### config.mk
export PLATFORM = sky130hd
export DESIGN_NAME = gregorian_solar_hijri_date_converter
export DESIGN_NICKNAME = d
export VERILOG_FILES = /design/src/sv/gshd_pkg.sv /design/src/sv/gshd_conv.sv /design/src/sv/gregorian_solar_hijri_date_converter.sv
export SDC_FILE = /design/constraint.sdc
export NUM_CORES = 1
export LEC_CHECK = 0
export ABC_CLOCK_PERIOD_IN_PS = 7100
export BUFFER_PORTS_ARGS = -buffer_cell sky130_fd_sc_hd__buf_2
export CAP_MARGIN = 20
export CORE_MARGIN = 2
export CORE_UTILIZATION = 25
export DETAILED_ROUTE_END_ITERATION = 10
export GPL_TIMING_DRIVEN = 0
export PLACE_DENSITY = 0.5
export SYNTH_ARGS = -nofsm -noshare
export SYNTH_HDL_FRONTEND = slang
export SYNTH_SLANG_ARGS = --single-unit
### constraint.sdc
create_clock -name clk -period 7.1 [get_ports clk]
set_input_delay 1.42 -clock clk [delete_from_list [all_inputs] [get_ports clk]]
set_output_delay 1.42 -clock clk [all_outputs]
set_load 0.02 [all_outputs]
### src/sv/gshd_pkg.sv
// Shared types, widths and offset tables for the Gregorian / Solar Hijri converter.
// Used by gshd_conv and by the top level gregorian_solar_hijri_date_converter.
package gshd_pkg;

  localparam int YEAR_IN_W  = 14;
  localparam int YEAR_OUT_W = 12;
  localparam int MONTH_W    = 4;
  localparam int DAY_IN_W   = 5;
  localparam int DAY_OUT_W  = 6;
  localparam int YY_W       = 7;
  localparam int IN_DATA_W  = 24;
  localparam int OUT_DATA_W = 24;

  // Conversion direction carried in tuser
  localparam logic OP_G2SH = 1'b0;
  localparam logic OP_SH2G = 1'b1;

  // Split day / add-on day tables, rows in pairs, columns by month
  localparam logic [4:0] GREG_TAB [0:5][0:11] = '{
    '{5'd20, 5'd19, 5'd19, 5'd19, 5'd20, 5'd20, 5'd21, 5'd21, 5'd21, 5'd21, 5'd20, 5'd20},
    '{5'd10, 5'd11, 5'd10, 5'd12, 5'd11, 5'd11, 5'd10, 5'd10, 5'd10, 5'd9,  5'd10, 5'd10},
    '{5'd19, 5'd18, 5'd20, 5'd20, 5'd21, 5'd21, 5'd22, 5'd22, 5'd22, 5'd22, 5'd21, 5'd21},
    '{5'd11, 5'd12, 5'd10, 5'd11, 5'd10, 5'd10, 5'd9,  5'd9,  5'd9,  5'd8,  5'd9,  5'd9},
    '{5'd20, 5'd19, 5'd20, 5'd20, 5'd21, 5'd21, 5'd22, 5'd22, 5'd22, 5'd22, 5'd21, 5'd21},
    '{5'd10, 5'd11, 5'd9,  5'd11, 5'd10, 5'd10, 5'd9,  5'd9,  5'd9,  5'd8,  5'd9,  5'd9}
  };

  localparam logic [4:0] SH_TAB [0:5][0:11] = '{
    '{5'd11, 5'd10, 5'd10, 5'd9,  5'd9,  5'd9,  5'd8,  5'd9,  5'd9,  5'd10, 5'd11, 5'd9},
    '{5'd20, 5'd20, 5'd21, 5'd21, 5'd22, 5'd22, 5'd22, 5'd22, 5'd21, 5'd21, 5'd20, 5'd19},
    '{5'd11, 5'd10, 5'd10, 5'd9,  5'd9,  5'd9,  5'd8,  5'd9,  5'd9,  5'd10, 5'd11, 5'd10},
    '{5'd20, 5'd20, 5'd21, 5'd21, 5'd22, 5'd22, 5'd22, 5'd22, 5'd21, 5'd21, 5'd20, 5'd19},
    '{5'd12, 5'd11, 5'd11, 5'd10, 5'd10, 5'd10, 5'd9,  5'd10, 5'd10, 5'd11, 5'd12, 5'd10},
    '{5'd19, 5'd19, 5'd20, 5'd20, 5'd21, 5'd21, 5'd21, 5'd21, 5'd20, 5'd20, 5'd19, 5'd18}
  };

  // One accepted input word
  typedef struct packed {
    logic                   op;
    logic [YEAR_IN_W-1:0]   year;
    logic [MONTH_W-1:0]     month;
    logic [DAY_IN_W-1:0]    day;
  } gshd_item_t;

  // One converted date
  typedef struct packed {
    logic [YEAR_OUT_W-1:0]  year;
    logic [MONTH_W-1:0]     month;
    logic [DAY_OUT_W-1:0]   day;
    logic                   is_sh;
  } gshd_res_t;

endpackage

### src/sv/gshd_conv.sv
// Combinational date conversion between the input and result registers.
// Depends on gshd_pkg for the item/result types and the offset tables.
module gshd_conv import gshd_pkg::*; (
  input  gshd_item_t item,
  output gshd_res_t  res
);

  logic [26:0]           prod;
  logic [6:0]            quo;
  logic [13:0]           quo_x100;
  logic [YY_W-1:0]       yy;
  logic [1:0]            q;
  logic [MONTH_W-1:0]    mc;
  logic [MONTH_W-1:0]    mi;
  logic [2:0]            row;
  logic [2:0]            row_add;
  logic [4:0]            split;
  logic [4:0]            addon;
  logic                  le;
  logic [YY_W-1:0]       yy_g;
  logic [YY_W-1:0]       yy_lo;
  logic [YEAR_OUT_W-1:0] year;
  logic [MONTH_W-1:0]    month;
  logic [DAY_OUT_W-1:0]  day;

  // Year mod 100 through a reciprocal multiply (exact below 10000)
  assign prod     = 27'(item.year) * 27'd5243;
  assign quo      = prod[25:19];
  assign quo_x100 = 14'(quo) * 14'd100;
  assign yy       = YY_W'(item.year - quo_x100);
  assign q        = yy[1:0];

  // Clamp month to 1..12
  always_comb begin
    if (item.month == 4'd0) begin
      mc = 4'd1;
    end else if (item.month > 4'd12) begin
      mc = 4'd12;
    end else begin
      mc = item.month;
    end
  end
  assign mi = mc - 4'd1;

  // Pick the table row pair
  always_comb begin
    if (item.op == OP_G2SH) begin
      row = (q == 2'd3) ? 3'd4 : {q, 1'b0};
    end else begin
      row = (q == 2'd0) ? 3'd0 : {q - 2'd1, 1'b0};
    end
  end
  assign row_add = row + 3'd1;

  always_comb begin
    if (item.op == OP_G2SH) begin
      split = GREG_TAB[row][mi];
      addon = GREG_TAB[row_add][mi];
    end else begin
      split = SH_TAB[row][mi];
      addon = SH_TAB[row_add][mi];
    end
  end

  assign le  = ({1'b0, item.day} <= {1'b0, split});
  assign day = le ? (DAY_OUT_W'(item.day) + DAY_OUT_W'(addon))
                  : (DAY_OUT_W'(item.day) - DAY_OUT_W'(split));

  // Shift month and rebuild the year
  always_comb begin
    yy_g = '0;
    if (item.op == OP_G2SH) begin
      if (mc < 4'd3 || (mc == 4'd3 && le)) begin
        year = YEAR_OUT_W'(yy) + 12'd1378;
      end else begin
        year = YEAR_OUT_W'(yy) + 12'd1379;
      end
      if (le) begin
        month = (mc <= 4'd3) ? mc + 4'd9 : mc - 4'd3;
      end else begin
        month = (mc <= 4'd2) ? mc + 4'd10 : mc - 4'd2;
      end
    end else begin
      if (mc < 4'd10 || (mc == 4'd10 && le)) begin
        yy_g = (yy >= 7'd79) ? yy - 7'd79 : yy + 7'd21;
      end else begin
        yy_g = (yy >= 7'd78) ? yy - 7'd78 : yy + 7'd22;
      end
      year = (yy_g < 7'd70) ? YEAR_OUT_W'(yy_g) + 12'd2000
                            : YEAR_OUT_W'(yy_g) + 12'd1900;
      if (le) begin
        month = (mc <= 4'd10) ? mc + 4'd2 : mc - 4'd10;
      end else begin
        month = (mc <= 4'd9) ? mc + 4'd3 : mc - 4'd9;
      end
    end
  end
  assign yy_lo = yy_g;

  assign res.year  = year;
  assign res.month = month;
  assign res.day   = day;
  assign res.is_sh = (item.op == OP_G2SH) && (yy_lo == yy_g);

endmodule

### src/sv/gregorian_solar_hijri_date_converter.sv
// Top level: input register, conversion logic, output register with stream handshake.
// Depends on gshd_pkg and gshd_conv.
//
//  channel | direction | tdata (low bit up)                          | tuser
//  in_     | slave     | year[13:0], month[17:14], day[22:18], pad   | operation
//  out_    | master    | year[11:0], month[15:12], day[21:16], pad   | is_solar_hijri
//
// One word per cycle while out_tready is high; input register, then result register.
// The conversion is one table lookup plus a reciprocal multiply for the year mod 100.
// Synchronous active-low reset clears both valid flags; payload registers are not reset.
// A stalled output holds its word; the input register keeps filling while the result
// register is free, and in_tready drops only when both stages are full and out_tready is low.
module gregorian_solar_hijri_date_converter import gshd_pkg::*; (
  input  logic                  clk,
  input  logic                  rst_n,
  input  logic                  in_tvalid,
  output logic                  in_tready,
  input  logic [IN_DATA_W-1:0]  in_tdata,   // in_year, in_month, in_day
  input  logic                  in_tuser,   // operation
  output logic                  out_tvalid,
  input  logic                  out_tready,
  output logic [OUT_DATA_W-1:0] out_tdata,  // out_year, out_month, out_day
  output logic                  out_tuser   // is_solar_hijri
);

  gshd_item_t item_r, item_nxt;
  logic       s1_vld_r, s1_vld_nxt;
  gshd_res_t  res;
  gshd_res_t  res_r, res_nxt;
  logic       out_vld_r, out_vld_nxt;
  logic       adv;
  logic       in_acc;

  // Stage handshakes
  assign adv       = !out_vld_r || out_tready;
  assign in_tready = !s1_vld_r || adv;
  assign in_acc    = in_tvalid && in_tready;

  // Next state of both stages
  always_comb begin
    item_nxt    = item_r;
    s1_vld_nxt  = s1_vld_r;
    res_nxt     = res_r;
    out_vld_nxt = out_vld_r;
    if (adv) begin
      out_vld_nxt = s1_vld_r;
      if (s1_vld_r) begin
        res_nxt = res;
      end
    end
    if (in_tready) begin
      s1_vld_nxt = in_tvalid;
      if (in_tvalid) begin
        item_nxt.op    = in_tuser;
        item_nxt.year  = in_tdata[13:0];
        item_nxt.month = in_tdata[17:14];
        item_nxt.day   = in_tdata[22:18];
      end
    end
  end

  // Hold valid flags under reset
  always_ff @(posedge clk) begin
    if (!rst_n) begin
      s1_vld_r  <= 1'b0;
      out_vld_r <= 1'b0;
    end else begin
      s1_vld_r  <= s1_vld_nxt;
      out_vld_r <= out_vld_nxt;
    end
  end

  // Payload registers
  always_ff @(posedge clk) begin
    item_r <= item_nxt;
    res_r  <= res_nxt;
  end

  gshd_conv u_conv (
    .item (item_r),
    .res  (res)
  );

  assign out_tvalid = out_vld_r;
  assign out_tdata  = {2'b00, res_r.day, res_r.month, res_r.year};
  assign out_tuser  = res_r.is_sh;

  // Accepted word lands in the input register
  a_in_lands: assert property (@(posedge clk) disable iff (!rst_n)
    in_acc |=> s1_vld_r)
    else $error("accepted word not captured");

  // Converted month always in 1..12
  a_month_rng: assert property (@(posedge clk) disable iff (!rst_n)
    out_vld_r |-> (res_r.month >= 4'd1 && res_r.month <= 4'd12))
    else $error("month out of range");

  // Solar Hijri year window
  a_sh_year: assert property (@(posedge clk) disable iff (!rst_n)
    (out_vld_r && res_r.is_sh) |-> (res_r.year >= 12'd1378 && res_r.year <= 12'd1478))
    else $error("solar hijri year out of window");

  // Gregorian year window
  a_g_year: assert property (@(posedge clk) disable iff (!rst_n)
    (out_vld_r && !res_r.is_sh) |-> (res_r.year >= 12'd1970 && res_r.year <= 12'd2069))
    else $error("gregorian year out of window");

  // A full input stage moves on whenever the result register frees up
  a_s1_moves: assert property (@(posedge clk) disable iff (!rst_n)
    (s1_vld_r && adv) |=> out_vld_r)
    else $error("input stage did not advance");

endmodule

[Yosys cells after proc, flatten, opt, wreduce, memory -nomap -nowiden]
Memories as Yosys holds them, arrays and structs flattened.
Index checks and enable logic that the tools add are counted.
Cells by class
  $add $sub $neg: 22
  $mul: 2
  $lt $le $gt $ge: 14
  eq/ne operators: 3
  mux-type cells: 42
  bitwise logic cells: 4
  reductions and logical operators: 12
Operators by type and width (number)
  60-bit 2-to-1 mux: 8
  5-bit binary-select mux with 4-bit select: 4
  5-bit 2-to-1 mux: 10
  7-bit by 11-bit adder with 12-bit output (second input constant): 4
  12-bit 2-to-1 mux: 3
  4-bit 2-to-1 mux: 9
  7-bit 2-to-1 mux: 4
  14-bit by 13-bit multiplier with 26-bit output (second input constant): 1
  7-bit by 5-bit adder with 7-bit output (second input constant): 2
  7-bit >= comparator (second input constant): 2
  7-bit subtractor (second input constant): 2
  3-bit 2-to-1 mux: 3
  4-bit by 2-bit adder with 4-bit output (second input constant): 2
  4-bit adder (second input constant): 2
  4-bit >= comparator (second input constant): 2
  4-bit by 2-bit <= comparator with 1-bit output (second input constant): 2
  4-bit <= comparator (second input constant): 2
  3-bit inverter with 4-bit output: 2
  4-bit by 2-bit subtractor with 4-bit output (second input constant): 2
  4-bit subtractor (second input constant): 2
  7-bit less-than comparator (second input constant): 1
  7-bit by 5-bit multiplier with 5-bit output (second input constant): 1
  7-bit subtractor: 1
  5-bit by 5-bit adder with 6-bit output: 1
  21 further kinds: 27
Word-level totals
  register bits after elaboration: 49
  bits in read-only memories: 1920
  input bits: 29
  logic and storage cells: 113
  memories: 4
Memories
  (name not given): words 8, bits a word 60, rd ports 1, clocked after memory_dff 0, write ports 0, line gshd_conv.sv:60  | split = SH_TAB[row][mi];
  (name not given): words 8, bits a word 60, rd ports 1, clocked after memory_dff 0, write ports 0, line gshd_conv.sv:61  | addon = SH_TAB[row_add][mi];
  (name not given): words 8, bits a word 60, rd ports 1, clocked after memory_dff 0, write ports 0, line gshd_conv.sv:57  | split = GREG_TAB[row][mi];
  (name not given): words 8, bits a word 60, rd ports 1, clocked after memory_dff 0, write ports 0, line gshd_conv.sv:58  | addon = GREG_TAB[row_add][mi];

[Longest topological paths before layout]
  depth in word-level cells: 22
  depth in mapped cells: 33
  depth with buffers taken out: 33

[Modules after synthesis]
A second synthesis with hierarchy kept.
Unflattened totals
  cells, all modules: 775
  area, all modules: 7329.5 µm²
By module, submodules not included
  gshd_conv: times used 1, cells each 716, area an instance 5795.6 µm², seq. area each 0.0 µm²
  gregorian_solar_hijri_date_converter: times used 1, cells each 59, area an instance 1534.0 µm², seq. area each 1451.4 µm²

[Worst setup path after synthesis]
OpenSTA, ideal clock, no wires.
  path kind: reg-to-reg
  from: register item_r[20] (netlist name)
  to: register res_r (netlist bit out_tdata[10]) (data pin)
  setup time: 265 ps
  arrival time: 7194 ps
  required time: 6835 ps
  path slack: -360 ps
  stages on the path, launching flop included: 30
  path buffers: 0
  path through: edfxtp_1 -> fa_1 -> ha_1 -> inv_1 -> fa_1 -> inv_1 -> fa_1 -> inv_1 -> fa_1 -> inv_1 -> ha_1 -> and4_1 -> and4_1 -> o21ai_1 -> o211ai_2 -> a21o_1 -> a21oi_1 -> xnor2_1 -> ha_1 -> inv_1 -> ha_1 -> xnor2_1 -> nor2_1 -> a22oi_1 -> a21oi_1 -> o32a_4 -> inv_1 -> nand2b_1 -> ha_1 -> or3_1
Between the ends
  longest elaborated chain between the ends: 10
  elaborated cells between the ends (all ways): 21
  classes of those cells: 9 x add/sub; 2 x mul; 3 x order compare; 7 x mux
Ends and longest elaborated chain
  start: declaration: line gregorian_solar_hijri_date_converter.sv:26  | gshd_item_t item_r, item_nxt;
  start signal: assignment: line gregorian_solar_hijri_date_converter.sv:75  | item_r <= item_nxt;
  14-bit by 13-bit multiplier with 26-bit output (*): line gshd_conv.sv:27  | assign prod = 27'(item.year) * 27'd5243;
  7-bit by 5-bit multiplier with 5-bit output (*): line gshd_conv.sv:29  | assign quo_x100 = 14'(quo) * 14'd100;
  7-bit subtractor (*): line gshd_conv.sv:30  | assign yy = YY_W'(item.year - quo_x100);
  7-bit by 5-bit adder with 7-bit output (tied with other cells): line gshd_conv.sv:87  | yy_g = (yy >= 7'd78) ? yy - 7'd78 : yy + 7'd22;
  7-bit 2-to-1 mux, on equally long branches: line gshd_conv.sv:87, gshd_conv.sv:85
  7-bit 2-to-1 mux: line gshd_conv.sv:84  | if (mc < 4'd10 || (mc == 4'd10 && le)) begin
  7-bit 2-to-1 mux: line gshd_conv.sv:72  | if (item.op == OP_G2SH) begin
  7-bit by 11-bit adder with 12-bit output (tied with other cells): line gshd_conv.sv:90  | : YEAR_OUT_W'(yy_g) + 12'd1900;
  12-bit 2-to-1 mux: line gshd_conv.sv:89  | year = (yy_g < 7'd70) ? YEAR_OUT_W'(yy_g) + 12'd2000
  12-bit 2-to-1 mux (*): line gshd_conv.sv:72
  end signal: assignment: line gregorian_solar_hijri_date_converter.sv:76  | res_r <= res_nxt;
  end: declaration: line gregorian_solar_hijri_date_converter.sv:29  | gshd_res_t res_r, res_nxt;
Mark *: on every way between the ends. The rest lies on a longest branch, timed or not. The select of a mux whose other input is x is not followed.
A chain may end at the register's enable or synchronous reset.

==> flow_summary.toml <==
[setup_path]
cp_max_fo = 6
crit_family = "adder cells"
crit_cells = 29
start_kind = "register"
rr_worst_depth = 29
crit_path_start = "item_r[19]$_DFFE_PP_"
crit_top_cell = "fa_1"
arrival_ns = 7.41
critPathBufInv = 5
path_class = "reg2reg"
cp.required_ns = 7.16
cp_slowest_cell = "fa_1"
cp-end-kind = "register"
max_stage_delay_ns = 0.53
r2r-end = "out_tdata[5]$_DFFE_PP_"
endpoint = "out_tdata[5]$_DFFE_PP_"
rrSetupSlack_ns = -0.25
worstReg2RegStart = "item_r[19]$_DFFE_PP_"

[cells_and_area]
register_area_um2 = 1420
syn2layout_area_growth_pct = 27.2
multiInputGateArea_um2 = 5730
antenna_cells = 0
nets = 1107
fillers = 2992
final_util = 0.323
drive_gt1_frac = 0.266
final_cells = 1271

[synth]
synth_area_um2 = 7290
synth-seq-cells = 48
syn-instance-count = 758
synth_most_common_cell = "inv_1"
ys_async_sr_fraction = 0
synth_top_area_frac = 0.218
ys_warn_count = 0
synth_edf_count = 46
yosysTopAreaCell = "ha_1"
ys_seq_area_frac = 0.195
syn-mean-instance-area_um2 = 9.62
synthDistinctLibCells = 71
yosys-top-cells-count = "145 x inv_1, 127 x ha_1, 65 x fa_1"
synth-main-ff-cell = "edfxtp_1"
synth_area_leaders = "ha_1 22%, edfxtp_1 19%, fa_1 18%"

[sta]
rsz0062_at_grt = "true"
finalClockSkew_ns = 0.0161
finalHoldViolations = 0
max_freq_mhz = 136
fin_crit_sh = 1.04
setup_viol = 9
period_needed_ns = 7.35
worstMarginPinSlew_ns = 0.869
holdWs_ns = 0.516
fin_ws_ns = -0.249
slew_headroom = 0.417
finalMaxSlewViolations = 0

[clocking]
htreeDepth = 2
insertion_delay_ns = 0.31
numCtsBuffers = 5
ctsRootBufferMaster = "clkbuf_16"
tritoncts = "built"
clock_sinks = 48
clk_pin_slew_ns = 0.08
cts_buffer_depth = 2
cts_hold_buf = 0

[drt]
drtPass1Iterations = 5
vias_per_cell = 4.42
antenna_left = 0
vias = 5622
wire_per_inst_um = 14.4
initialDrtViolationCount = 241
drt-total-wl_mm = 18.3
drc = 0

[floorplan]
initial_core_util = 0.254
die_h_um = 175
die_area_um2 = 30600
row_count = 62
die_x_um = 175
pin_count = 56
core_area_um2 = 28700

[global_routing]
antenna_found_initial = 0
grt_pass1_vias = 5645
grt_overflow = 0
grt_usage = 0.121
grt_max_degree = 18
grt_pass1_wl_mm = 29.4

[place]
dpl_worst_slack_ns = -0.884
dp_hpwl_mm = 14.2
dp.cells = 1198
port_buffers = 52
gp_congestion = 0.860

[job]
maxCapViolations = 0

[status]
status = "complete, but fails checks"
violations = "setup timing"

[min_path]
hp-class = "reg2reg"
[area by class of cell]
cell class / count / share of cell area
sequential: 48 / 0.153
buffer: 20 / 0.00930
timing repair buffer: 122 / 0.0920
clock inverter: 2 / 0.00162
inverter: 146 / 0.0599
multi-input combinational: 543 / 0.617
tap: 384 / 0.0518
clock buffer: 6 / 0.0150
[worst reg2reg max path: cells and delay by family, from the launching register on]
family	cells	cell delay, ns
xor gates and xnor gates	5	0.89
DFF	1	0.38
buffers and inverters	5	0.45
and+or+nand+nor	3	0.89
adders and majority gates	8	2.87
AOI/OAI and AO/OA	8	1.63
[through the flow]
| step | setup TNS, ns | instance area, um^2 |
|---|---|---|
| floorplan | 0 | 7390 |
| global placement | -7.95 | 8130 |
| detailed placement | -7.62 | 8170 |
| CTS | -1.96 | 8890 |
| global route | -4.32 | 9280 |
| finish | -1.48 | 9280 |
[worst min path at each step]
stage               cells past startpoint                       to             startpoint  slack [ns]
global route                            1  out_tvalid$_SDFFE_PN0P_  s1_vld_r$_SDFFE_PN0N_        0.55
finish                                  1  out_tvalid$_SDFFE_PN0P_  s1_vld_r$_SDFFE_PN0N_        0.52
floorplan                               1  out_tvalid$_SDFFE_PN0P_  s1_vld_r$_SDFFE_PN0N_        0.48
global placement                        1  out_tvalid$_SDFFE_PN0P_  s1_vld_r$_SDFFE_PN0N_        0.51
detailed placement                      1  out_tvalid$_SDFFE_PN0P_  s1_vld_r$_SDFFE_PN0N_        0.51
CTS                                     1  out_tvalid$_SDFFE_PN0P_  s1_vld_r$_SDFFE_PN0N_        0.52
[logic make-up after synthesis]
| group | count (synthesis) | share of synthesized area |
|---|---|---|
| adders and majority gates | 192 | 0.396 |
| AOI/OAI and AO/OA | 168 | 0.154 |
| buffers and inverters | 168 | 0.0890 |
| and+or+nand+nor | 123 | 0.0811 |
| DFF | 48 | 0.195 |
| xor gates and xnor gates | 44 | 0.0618 |
| muxes | 14 | 0.0230 |
| other | 1 | 0.000514 |
[per-layer routing]
metal | wire (um) | vias up | track usage
met3 | 559 | 12 | 0.0163
met2 | 8670 | 100 | 0.197
met1 | 8890 | 2678 | 0.170
li1 | - | 2832 | -
met5 | 0 | - | 0
met4 | 221 | 0 | 0.0260
[repair_timing]
item | CTS | global route
pin swaps | 26 | 31
gates resized for setup | 36 | 49
setup endpoints to repair | 9 | 9
buffers inserted | 50 | 17
[sequential cells by signal, indices dropped and copies added (netlist names)]
signal / cells
item_r: 24
out_tdata: 21
out_tuser: 1
out_tvalid: 1
s1_vld_r: 1
[placed cells by master, fill, tap and decap left out, types with 5 or more instances in the layout]
| cell | count |
|---|---|
| ha_1 | 102 |
| a21oi_2 | 7 |
| a31oi_1 | 7 |
| xor2_1 | 7 |
| nor3_1 | 7 |
| o21ai_0 | 31 |
| inv_1 | 126 |
| clkbuf_1 | 17 |
| clkbuf_16 | 5 |
| buf_4 | 57 |
| nor2_1 | 36 |
| a21oi_1 | 45 |
| o21ai_1 | 5 |
| a211oi_1 | 5 |
| ha_4 | 19 |
| a21o_1 | 12 |
| mux2i_1 | 7 |
| buf_6 | 14 |
| inv_2 | 18 |
| o22ai_1 | 5 |
| fa_1 | 64 |
| nand3_1 | 13 |
| xnor2_2 | 5 |
| buf_2 | 52 |
| and2_1 | 5 |
| ha_2 | 6 |
| nand2_1 | 36 |
| xnor2_1 | 26 |
| edfxtp_1 | 46 |
Power is left out: the tool's default activity adds up to more than one toggle a clock period on the data nets, which glitch-free logic cannot reach.
